### config.mk
export PLATFORM = sky130hd
export DESIGN_NAME = frame_delay_slot_selector
export DESIGN_NICKNAME = d
export VERILOG_FILES = /design/src/hw/rtl/fdss_pkg.sv /design/src/hw/rtl/fdss_ram.sv /design/src/hw/rtl/fdss_walker.sv /design/src/hw/rtl/frame_delay_slot_selector.sv
export SDC_FILE = /design/constraint.sdc
export NUM_CORES = 1
export LEC_CHECK = 0
export BUFFER_PORTS_ARGS = -buffer_cell sky130_fd_sc_hd__buf_4
export CAP_MARGIN = 20
export CORE_ASPECT_RATIO = 0.5
export CORE_MARGIN = 5
export CORE_UTILIZATION = 50
export DETAILED_ROUTE_END_ITERATION = 10
export PLACE_DENSITY = 0.66
export SLEW_MARGIN = 20
export SYNTH_ARGS = -nofsm -noshare
export SYNTH_HDL_FRONTEND = slang
export SYNTH_SLANG_ARGS = --single-unit
export TNS_END_PERCENT = 20
### constraint.sdc
create_clock -name clk_i -period 6.05 [get_ports clk_i]
set_clock_uncertainty 0.2 [all_clocks]
set_input_delay 0.9075 -clock clk_i [delete_from_list [all_inputs] [get_ports clk_i]]
set_output_delay 0.9075 -clock clk_i [all_outputs]
set_load 0.05 [all_outputs]
### src/hw/rtl/fdss_pkg.sv
`timescale 1ns / 1ps
// ----------------------------------------------------------------------------
// fdss_pkg
// Shared types and constants of the frame delay slot selector.
// ----------------------------------------------------------------------------
package fdss_pkg;

  // Default number of ring slots.
  localparam int FDSS_SLOTS = 32;

  // Width of one timestamp and of the delay register.
  localparam int FDSS_STAMP_W = 32;

  // Width of the slot numbers carried in a result word.
  localparam int FDSS_SLOT_W = 5;

  // Delay register value after reset, in microsecond ticks.
  localparam logic [FDSS_STAMP_W-1:0] FDSS_DELAY_RESET = 32'd500000;

  // Result word: write slot, read slot and hit flag, padded to two bytes.
  localparam int FDSS_RES_BITS = 2 * FDSS_SLOT_W + 1;
  localparam int FDSS_RES_W    = ((FDSS_RES_BITS + 7) / 8) * 8;

  typedef enum logic [1:0] {
    FDSS_IDLE,
    FDSS_WALK,
    FDSS_DONE
  } fdss_state_e;

  typedef struct packed {
    logic [FDSS_SLOT_W-1:0] write_slot;
    logic [FDSS_SLOT_W-1:0] read_slot;
    logic                   hit;
  } fdss_res_t;

endpackage

### src/hw/rtl/fdss_ram.sv
`timescale 1ns / 1ps
// ----------------------------------------------------------------------------
// fdss_ram
// Generic single-write, single-read RAM with a registered read port.
// ----------------------------------------------------------------------------
module fdss_ram #(
  parameter int WIDTH = 32,
  parameter int DEPTH = 32
) (
  input  logic                     clk_i,
  input  logic                     we_i,
  input  logic [$clog2(DEPTH)-1:0] waddr_i,
  input  logic [WIDTH-1:0]         wdata_i,
  input  logic                     re_i,
  input  logic [$clog2(DEPTH)-1:0] raddr_i,
  output logic [WIDTH-1:0]         rdata_o
);

  logic [WIDTH-1:0] mem_q [DEPTH];
  logic [WIDTH-1:0] rdata_q;

  always_ff @(posedge clk_i) begin
    if (we_i) begin
      mem_q[waddr_i] <= wdata_i;
    end
    if (re_i) begin
      rdata_q <= mem_q[raddr_i];
    end
  end

  assign rdata_o = rdata_q;

endmodule

### src/hw/rtl/fdss_walker.sv
`timescale 1ns / 1ps
// ----------------------------------------------------------------------------
// fdss_walker
// Stores each timestamp in the ring and walks the ring for the read slot.
// ----------------------------------------------------------------------------
module fdss_walker
  import fdss_pkg::*;
#(
  parameter int SLOTS = FDSS_SLOTS
) (
  input  logic                    clk_i,
  input  logic                    rst_ni,
  input  logic [FDSS_STAMP_W-1:0] delay_i,
  input  logic                    in_valid_i,
  output logic                    in_ready_o,
  input  logic [FDSS_STAMP_W-1:0] now_i,
  output logic                    res_valid_o,
  input  logic                    res_ready_i,
  output fdss_res_t               res_o
);

  localparam int PW = $clog2(SLOTS);
  localparam logic [PW-1:0] LAST_SLOT = PW'(SLOTS - 1);
  localparam logic [PW:0]   SLOT_COUNT = (PW + 1)'(SLOTS);

  fdss_state_e state_q, state_d;

  logic [PW-1:0]           wp_q, wp_d;
  logic [PW-1:0]           rp_q, rp_d;
  logic                    hit_q, hit_d;
  logic [FDSS_STAMP_W-1:0] now_q, now_d;
  logic [SLOTS-1:0]        valid_q, valid_d;
  logic [PW-1:0]           raddr_q, raddr_d;
  logic [PW:0]             issued_q, issued_d;
  logic                    pend_q, pend_d;
  logic [PW-1:0]           paddr_q, paddr_d;
  logic                    have_prev_q, have_prev_d;
  logic                    prev_old_q, prev_old_d;
  logic [PW-1:0]           prev_addr_q, prev_addr_d;

  logic                    accept;
  logic                    ram_re;
  logic [FDSS_STAMP_W-1:0] ram_rdata;
  logic [FDSS_STAMP_W-1:0] stamp;
  logic [FDSS_STAMP_W:0]   age;
  logic                    younger;
  logic [PW+FDSS_SLOT_W-1:0] wp_ext;
  logic [PW+FDSS_SLOT_W-1:0] rp_ext;

  function automatic logic [PW-1:0] next_slot(input logic [PW-1:0] s);
    next_slot = (s == LAST_SLOT) ? '0 : s + 1'b1;
  endfunction

  assign accept = in_valid_i && in_ready_o;

  fdss_ram #(
    .WIDTH (FDSS_STAMP_W),
    .DEPTH (SLOTS)
  ) u_stamps (
    .clk_i   (clk_i),
    .we_i    (accept),
    .waddr_i (wp_q),
    .wdata_i (now_i),
    .re_i    (ram_re),
    .raddr_i (raddr_q),
    .rdata_o (ram_rdata)
  );

  // A slot never written since reset holds a zero stamp.
  assign stamp   = valid_q[paddr_q] ? ram_rdata : '0;
  // Signed 33-bit age; a stamp later than now counts as younger.
  assign age     = {1'b0, now_q} - {1'b0, stamp};
  assign younger = age[FDSS_STAMP_W] || (age[FDSS_STAMP_W-1:0] < delay_i);

  always_ff @(posedge clk_i or negedge rst_ni) begin
    if (!rst_ni) begin
      state_q     <= FDSS_IDLE;
      wp_q        <= '0;
      rp_q        <= '0;
      hit_q       <= 1'b0;
      valid_q     <= '0;
      issued_q    <= '0;
      pend_q      <= 1'b0;
      have_prev_q <= 1'b0;
    end else begin
      state_q     <= state_d;
      wp_q        <= wp_d;
      rp_q        <= rp_d;
      hit_q       <= hit_d;
      valid_q     <= valid_d;
      issued_q    <= issued_d;
      pend_q      <= pend_d;
      have_prev_q <= have_prev_d;
    end
  end

  always_ff @(posedge clk_i) begin
    now_q       <= now_d;
    raddr_q     <= raddr_d;
    paddr_q     <= paddr_d;
    prev_old_q  <= prev_old_d;
    prev_addr_q <= prev_addr_d;
  end

  always_comb begin
    state_d     = state_q;
    wp_d        = wp_q;
    rp_d        = rp_q;
    hit_d       = hit_q;
    now_d       = now_q;
    valid_d     = valid_q;
    raddr_d     = raddr_q;
    issued_d    = issued_q;
    pend_d      = 1'b0;
    paddr_d     = paddr_q;
    have_prev_d = have_prev_q;
    prev_old_d  = prev_old_q;
    prev_addr_d = prev_addr_q;
    ram_re      = 1'b0;
    in_ready_o  = 1'b0;
    res_valid_o = 1'b0;

    unique case (state_q)
      FDSS_IDLE: begin
        in_ready_o = 1'b1;
        if (in_valid_i) begin
          now_d         = now_i;
          valid_d[wp_q] = 1'b1;
          if (delay_i == '0) begin
            rp_d    = wp_q;
            hit_d   = 1'b1;
            state_d = FDSS_DONE;
          end else begin
            raddr_d     = next_slot(rp_q);
            issued_d    = '0;
            have_prev_d = 1'b0;
            hit_d       = 1'b0;
            state_d     = FDSS_WALK;
          end
        end
      end

      FDSS_WALK: begin
        // Read one slot per cycle, from one past the read pointer round to it.
        if (issued_q != SLOT_COUNT) begin
          ram_re   = 1'b1;
          pend_d   = 1'b1;
          paddr_d  = raddr_q;
          raddr_d  = next_slot(raddr_q);
          issued_d = issued_q + 1'b1;
        end
        if (pend_q) begin
          if (have_prev_q && prev_old_q && younger) begin
            rp_d    = prev_addr_q;
            hit_d   = 1'b1;
            pend_d  = 1'b0;
            state_d = FDSS_DONE;
          end else begin
            have_prev_d = 1'b1;
            prev_old_d  = !younger;
            prev_addr_d = paddr_q;
          end
        end else if (issued_q == SLOT_COUNT) begin
          state_d = FDSS_DONE;
        end
      end

      FDSS_DONE: begin
        res_valid_o = 1'b1;
        if (res_ready_i) begin
          wp_d    = next_slot(wp_q);
          state_d = FDSS_IDLE;
        end
      end

      default: begin
        state_d = FDSS_IDLE;
      end
    endcase
  end

  assign wp_ext = {{FDSS_SLOT_W{1'b0}}, wp_q};
  assign rp_ext = {{FDSS_SLOT_W{1'b0}}, rp_q};

  assign res_o.write_slot = wp_ext[FDSS_SLOT_W-1:0];
  assign res_o.read_slot  = rp_ext[FDSS_SLOT_W-1:0];
  assign res_o.hit        = hit_q;

endmodule

### src/hw/rtl/frame_delay_slot_selector.sv
`timescale 1ns / 1ps
// ----------------------------------------------------------------------------
// frame_delay_slot_selector
// Stores frame timestamps in a ring and picks the slot to display after a
// programmable delay.
// ----------------------------------------------------------------------------
//
//  Channel   Direction  Word content (lowest bit first)
//  -------   ---------  ---------------------------------------------------
//  s_axis    in         now_time[31:0]
//  m_axis    out        write_slot[4:0], read_slot[9:5], search_hit[10], pad
//  cfg       in         delay_ticks[31:0]
//
// With a zero delay the walker goes from its idle state straight to its
// done state and offers the result to the output register. Otherwise the
// walker reads the timestamp RAM one slot per cycle through its single read
// port. Reset clears the pointers and the per-slot valid bits, so the RAM
// itself needs no clearing pass. A new word is accepted while a result still
// waits in the output register; the walker stalls at its end only when that
// register is still full.
//
module frame_delay_slot_selector
  import fdss_pkg::*;
#(
  parameter int SLOTS = FDSS_SLOTS
) (
  input  logic                    clk_i,
  input  logic                    rst_ni,
  // Input frame words.
  input  logic                    s_axis_tvalid_i,
  output logic                    s_axis_tready_o,
  input  logic [FDSS_STAMP_W-1:0] s_axis_tdata_i,  // now_time[31:0]
  // Result words.
  output logic                    m_axis_tvalid_o,
  input  logic                    m_axis_tready_i,
  // write_slot[4:0], read_slot[9:5], search_hit[10], zero padding [15:11]
  output logic [FDSS_RES_W-1:0]   m_axis_tdata_o,
  // Delay register write channel.
  input  logic                    cfg_valid_i,
  output logic                    cfg_ready_o,
  input  logic [FDSS_STAMP_W-1:0] cfg_data_i       // delay_ticks[31:0]
);

  logic [FDSS_STAMP_W-1:0] delay_q;
  logic                    out_valid_q;
  fdss_res_t               out_res_q;
  logic                    res_valid;
  logic                    res_ready;
  fdss_res_t               res;

  // The delay register takes a write in any cycle; writes are meant to come
  // only while no word is in flight.
  assign cfg_ready_o = 1'b1;

  always_ff @(posedge clk_i or negedge rst_ni) begin
    if (!rst_ni) begin
      delay_q <= FDSS_DELAY_RESET;
    end else if (cfg_valid_i) begin
      delay_q <= cfg_data_i;
    end
  end

  fdss_walker #(
    .SLOTS (SLOTS)
  ) u_walker (
    .clk_i       (clk_i),
    .rst_ni      (rst_ni),
    .delay_i     (delay_q),
    .in_valid_i  (s_axis_tvalid_i),
    .in_ready_o  (s_axis_tready_o),
    .now_i       (s_axis_tdata_i),
    .res_valid_o (res_valid),
    .res_ready_i (res_ready),
    .res_o       (res)
  );

  // The output register takes a new result once its previous one has gone.
  assign res_ready = !out_valid_q || m_axis_tready_i;

  always_ff @(posedge clk_i or negedge rst_ni) begin
    if (!rst_ni) begin
      out_valid_q <= 1'b0;
    end else if (res_ready) begin
      out_valid_q <= res_valid;
    end
  end

  always_ff @(posedge clk_i) begin
    if (res_ready && res_valid) begin
      out_res_q <= res;
    end
  end

  assign m_axis_tvalid_o = out_valid_q;
  assign m_axis_tdata_o  = {{(FDSS_RES_W - FDSS_RES_BITS){1'b0}}, out_res_q.hit,
                            out_res_q.read_slot, out_res_q.write_slot};

endmodule
# [After elaboration in Yosys (flattened, before gate mapping)]
# Memory sizes are Yosys's and may differ from the RTL's. A register that Yosys moved wholly into a read port is not among the register bits.
# Cells that the tools add are included.
[totals] mem_bits_rw=1024 wordCells=115 register_bits=145 n_memories=1 input_bits=69
[memory_table] memory="u_walker.u_stamps.mem_q" depth=32 width=32 rd=1 rd_clocked_by_memory_dff=1 write_ports=1 line_no="fdss_ram.sv:19" text="logic [WIDTH-1:0] mem_q [DEPTH];"
[op_classes] order_cmp=4 eq_ne=17 bitwise_logic=2 n_addsub=5 mux=47 n_reduce_logical=21
[ops] cell="$mux 5" count=10
[ops] cell="$sub 32x32->33" count=1
[ops] cell="$logic_not 32->1" count=1
[ops] cell="$lt 32x32->1" count=1
[ops] cell="$mux 32" count=1
[ops] cell="$or 32x32->32" count=1
[ops] cell="$pmux 5 s2" count=2
[ops] cell="$mux 1" count=19
[ops] cell="$mux 6" count=3
[ops] cell="$add 5x1->5 const B" count=3
[ops] cell="$eq 5x5->1 const B" count=3
[ops] cell="$lt 5x6->1 const B" count=2
[ops] cell="$mux 2" count=6
[ops] cell="$pmux 6 s2" count=1
[ops] cell="$reduce_and 4->1" count=3
[ops] cell="$reduce_and 5->1" count=2
[ops] cell="$ne 2x1->1 const B" count=4
[ops] cell="$ne 2x2->1 const B" count=4
[ops] cell="$add 6x1->6 const B" count=1
[ops] cell="$eq 6x6->1 const B" count=1
[ops] cell="$ne 6x6->1 const B" count=1
[ops] cell="$pmux 2 s3" count=1
[ops] cell="$reduce_and 2->1" count=3
[ops] cell="$bmux 1 s5" count=1
[ops] cell="other kinds (14)" count=21

# [Depth between registers and ports, before layout]
[depth] depth_word=10 mapped_depth=25

# [Cells and area by module]
# From an unflattened synthesis, not the netlist that was laid out.
[unflattened] cells_unflattened=3012 hier_area_um2=49329.8
[modules_own_cells] mod="fdss_ram" area_each_um2=40812.9 cells_per_inst=2260 n_inst=1 seq_area_each_um2=31710.4
[modules_own_cells] mod="fdss_walker" area_each_um2=6736.5 cells_per_inst=661 n_inst=1 seq_area_each_um2=2767.7
[modules_own_cells] mod="frame_delay_slot_selector" area_each_um2=1780.5 cells_per_inst=91 n_inst=1 seq_area_each_um2=1164.9

# [Worst setup path after synthesis]
# Ideal clock, no wire load.
[synth_path] kind="flip-flop to flip-flop" start="register u_walker.paddr_q[0]" end="register u_walker.prev_addr_q[0] (enable)" stages_incl_launch_ff=24 n_path_buf=2 t_arrival_ps=5521 path_slack_ps=44 synth_period_minus_slack_ps=6006 setup_ps=284 cell_sequence="edfxtp_1 -> buf_2 -> mux4_2 -> mux4_2 -> mux2_2 -> clkbuf_1 -> nand2_1 -> ha_1 -> a21oi_1 -> a21boi_0 -> a211oi_2 -> a21boi_1 -> o31a_1 -> o31a_1 -> or4_1 -> nand3_1 -> ha_1 -> a21o_1 -> a21o_1 -> a21o_1 -> a21oi_1 -> o2111ai_1 -> o32ai_4 -> nor2_1"
[synth_via] elab_chain_cells=9
[synth_lines] item="start: declaration" line_no="fdss_walker.sv:36" text="logic [PW-1:0] paddr_q, paddr_d;"
[synth_lines] item="start signal: assignment" line_no="fdss_walker.sv:100" text="paddr_q <= paddr_d;"
[synth_lines] item="$bmux 1 s5 (*)" line_no="fdss_walker.sv:70" text="assign stamp = valid_q[paddr_q] ? ram_rdata : '0;"
[synth_lines] item="$mux 1 (not written as such) (*)" line_no="fdss_walker.sv:70"
[synth_lines] item="$mux 32 (*)" line_no="fdss_walker.sv:70"
[synth_lines] item="$sub 32x32->33 (*)" line_no="fdss_walker.sv:72" text="assign age = {1'b0, now_q} - {1'b0, stamp};"
[synth_lines] item="$lt 32x32->1" line_no="fdss_walker.sv:73" text="assign younger = age[FDSS_STAMP_W] || (age[FDSS_STAMP_W-1:0] < delay_i);"
[synth_lines] item="$logic_or 1x1->1 (*)" line_no="fdss_walker.sv:73"
[synth_lines] item="$logic_and 1x1->1 (*)" line_no="fdss_walker.sv:153" text="if (have_prev_q && prev_old_q && younger) begin"
[synth_lines] item="$not 1->1 (no source line) (*)"
[synth_lines] item="$reduce_and 3->1 (no source line) (*)"
[synth_lines] item="end signal: assignment" line_no="fdss_walker.sv:102" text="prev_addr_q <= prev_addr_d;"
[synth_lines] item="end: declaration" line_no="fdss_walker.sv:39" text="logic [PW-1:0] prev_addr_q, prev_addr_d;"
# Mark *: on every way between the ends. The rest lies on a longest branch, timed or not. The select of a mux whose other input is x is not followed.
# A chain may end at the register's enable or synchronous reset.

# [Worst setup path after layout]
[layout_path] start="register u_walker.paddr_q[0]" end="register u_walker.rp_q[1]"
[layout_via] elab_chain_cells=9
[layout_lines] item="$bmux 1 s5 (*)" line_no="fdss_walker.sv:70"
[layout_lines] item="$mux 1 (not written as such) (*)" line_no="fdss_walker.sv:70"
[layout_lines] item="$mux 32 (*)" line_no="fdss_walker.sv:70"
[layout_lines] item="$sub 32x32->33 (*)" line_no="fdss_walker.sv:72"
[layout_lines] item="$lt 32x32->1" line_no="fdss_walker.sv:73"
[layout_lines] item="$logic_or 1x1->1 (*)" line_no="fdss_walker.sv:73"
[layout_lines] item="$logic_and 1x1->1 (*)" line_no="fdss_walker.sv:153"
[layout_lines] item="$ne 2x1->1 (no source line) (*)"
[layout_lines] item="$reduce_and 5->1 (no source line) (*)"
[layout_lines] item="end signal: assignment" line_no="fdss_walker.sv:88" text="rp_q <= rp_d;"
[layout_lines] item="end: declaration" line_no="fdss_walker.sv:29" text="logic [PW-1:0] rp_q, rp_d;"
# Marked as above.

==> flow_summary.json <==
{
  "relSlewSlack": 0.238,
  "netlist_instances": 2857,
  "postLayoutCoreUtil": 0.581,
  "port_buffers": 81,
  "min_period_over_period": 1.03,
  "setup.worst_path.class": "reg -> reg",
  "slew_viol_final": 0,
  "r2r_start": "u_walker.paddr_q[0]$_DFFE_PP_",
  "via_per_inst": 6.14,
  "min_to": "delay_q[12]$_DFFE_PN0P_",
  "leakage_nw": 19.1,
  "die_w_um": 451,
  "ir_drop_mv": 0.372,
  "whs_path_depth": 3,
  "grt_pass1_wl_um": 180000,
  "hold_ws_ps": 218,
  "startpoint_type": "flip-flop",
  "netlist_area_sq_mm": 0.0487,
  "cp_data_required_time_ps": 6460,
  "ios": 88,
  "place.gp.congestion": 0.899,
  "ys_warn_count": 0,
  "rsz0062_at_grt": "true",
  "post-route-drc-count": 0,
  "reg2reg_to": "u_walker.rp_q[1]$_DFFE_PN0P_",
  "overflow": 0,
  "power_mw": 25.3,
  "worst-r2r-cell-count": 27,
  "cp-end-kind": "flip-flop",
  "wl_per_cell_um": 27.8,
  "die_h_um": 231,
  "hold_class": "in -> reg",
  "setup_viol": 14,
  "grt_pass1_vias": 26900,
  "post-route-min-period_ps": 6220,
  "row_count": 80,
  "grt_max_degree": 89,
  "cp_max_fo": 5,
  "via_count": 27100,
  "cts_sinks": 1201,
  "slowest_delay_ps": 500,
  "dieArea_sq_mm": 0.104,
  "synth_cell_types": 68,
  "avgSynthCellArea_sq_um": 17.0,
  "violations": "setup timing",
  "async_flop_share": 0.0716,
  "path_delay_family": "compound AO/OA/AOI/OAI gates",
  "tns_ps": -1670,
  "status": "finished with violations",
  "worst_slack_ps": -170,
  "reg2reg_setup_slack_ps": -170,
  "antenna_found_initial": 0,
  "root_buffer": "clkbuf_16",
  "cts_tree": "built",
  "drive_gt1_frac": 0.228,
  "crit_arrival_ps": 6630,
  "antenna_cells": 0,
  "final_net_count": 3201,
  "slowest_stage": "mux4_2",
  "max-clock-path-buffers": 3,
  "grt_usage": 0.236,
  "synth_edf_count": 1115,
  "drv_cap": 0,
  "crit_buf_inv": 6,
  "firstDrtPassIters": 5,
  "fmaxAchievable_mhz": 161,
  "pwr_density_cell_mw_per_mm2": 453,
  "hpwl_um": 70300,
  "ant_nets": 0,
  "seq_area_frac_synth": 0.732,
  "ys_dominant_reg_cell": "edfxtp_1",
  "synth_seq_cells": 1201,
  "dp_slack_ps": -553,
  "tightest_slew_ps": 1140,
  "cp_common_cell": "buf_12",
  "cts_max_level": 3,
  "coreArea_sq_mm": 0.0960,
  "mostFrequentLayoutCells": "edfxtp_1 (1115), nand2_1 (232), buf_4 (197)",
  "initialDrtViolationCount": 3029,
  "cts_inserted_buffers": 105,
  "initial_core_util": 0.507,
  "hold_viol_final": 0,
  "wirelength_um": 123000,
  "hp-start": "cfg_data_i[12]",
  "syn2layout_area_growth_pct": 14.5,
  "clkTransAtPathRegs_ps": 70,
  "final_common_cell": "edfxtp_1",
  "clk_latency_ps": 720
}
report_power, final:
part           leakage [nW]  internal, mW  switching, mW
combinational          6.27          3.50           5.06
sequential             11.2          9.72          0.355
clock                  1.63          3.63           3.01
total                  19.1          16.9           8.43
layout make-up:
cell class	instances	area, sq um
fillers	7093	40200
flip-flops and latches	1201	35600
multi-input cells	1462	12800
clock buffers	131	2760
repair buffers	234	2160
well taps	1271	1590
clock inverters	62	589
inverters	52	195
cell families after synthesis:
kind of cell | Yosys count | synth area share
xor gates and xnor gates | 26 | 0.00468
other | 2 | 0.000154
DFF | 1201 | 0.732
muxes | 398 | 0.119
AOI/OAI and AO/OA | 509 | 0.0671
and+or+nand+nor | 447 | 0.0411
buffers and inverters | 198 | 0.0166
adders and majority gates | 76 | 0.0197
synthesized netlist by cell type, drive strengths merged (3+ instances only):
master	number	area, sq um
o21bai	4	30.0
buf	57	278
o211ai	7	52.6
nor3	9	45.0
o22ai	32	200
o2111ai	4	35.0
xnor2	15	131
nand2b	9	56.3
nor4	11	75.1
o32ai	3	45.1
and2	4	25.0
nand2	238	893
a31oi	9	62.6
mux4	138	3110
edfxtp	1115	33500
nand4	14	87.6
dfstp	7	184
o31ai	4	30.0
o21ai	150	751
or2	35	221
dfrtp	79	1980
o22a	7	61.3
clkbuf	89	335
xor2	11	96.3
nand3	16	80.1
a21boi	10	75.1
nor2	80	300
ha	75	938
a311oi	3	32.5
or3	3	18.8
a21oi	136	684
a21o	20	150
inv	52	195
mux2	67	754
mux2i	193	1930
o221ai	96	841
a211oi	8	75.1
nor2b	8	50.1
and3	7	43.8
nand3b	7	52.6
o21a	6	45.0
registers in the layout, indices dropped and copies added, names as in the netlist, 5 cells and up:
name,flops
u_walker.raddr_q,5
u_walker.prev_addr_q,5
u_walker.u_stamps.rdata_o,32
u_walker.wp_q,5
u_walker.valid_q,32
u_walker.now_q,32
m_axis_tdata_o,11
u_walker.issued_q,6
u_walker.rp_q,5
delay_q,32
u_walker.u_stamps.mem_q,1024
u_walker.paddr_q,5
per-stage QoR:
stage / instances / cell area (sq um)
2_1_floorplan: 2861 / 48700
3_3_place_gp: 4208 / 52000
3_5_place_dp: 4208 / 52000
4_1_cts: 4408 / 55600
5_1_grt: 4413 / 55800
6_report: 4413 / 55800
worst max-delay path by stage:
| stage | from | endpoint | depth (start not counted) |
|---|---|---|---|
| global route | u_walker.paddr_q[0]$_DFFE_PP_ | u_walker.rp_q[1]$_DFFE_PN0P_ | 27 |
| floorplan | u_walker.paddr_q[0]$_DFFE_PP_ | u_walker.prev_addr_q[0]$_DFFE_PP_ | 23 |
| finish | u_walker.paddr_q[0]$_DFFE_PP_ | u_walker.rp_q[1]$_DFFE_PN0P_ | 27 |
| global placement | u_walker.paddr_q[0]$_DFFE_PP_ | u_walker.prev_old_q$_DFFE_PP_ | 25 |
| CTS | u_walker.paddr_q[0]$_DFFE_PP_ | u_walker.rp_q[1]$_DFFE_PN0P_ | 26 |
| detailed placement | u_walker.paddr_q[0]$_DFFE_PP_ | u_walker.prev_addr_q[0]$_DFFE_PP_ | 24 |
worst min-delay path, cell delays in order:
cell	delay [ps]
buf_4	80
nand2_1	40
o21ai_0	60
timing repair:
| action | in CTS | in global routing |
|---|---|---|
| pin swaps | 24 | 12 |
| resized for setup | 36 | 35 |
| cloned | 1 | 1 |
| setup buffers | 5 | 4 |
| hold endpoints to repair | 10 | 0 |
| endpoints found under the setup margin | 15 | 16 |
| hold buffers | 1 | 0 |
routing by layer:
| layer | vias to the layer above | global-route usage | share of wire |
|---|---|---|---|
| met5 | - | 0 | 0 |
| met4 | 0 | 0.0512 | 0.018 |
| met3 | 150 | 0.0494 | 0.089 |
| met2 | 1177 | 0.355 | 0.45 |
| met1 | 14000 | 0.358 | 0.45 |
| li1 | 11700 | - | - |
(Power assumes the default switching activity.)
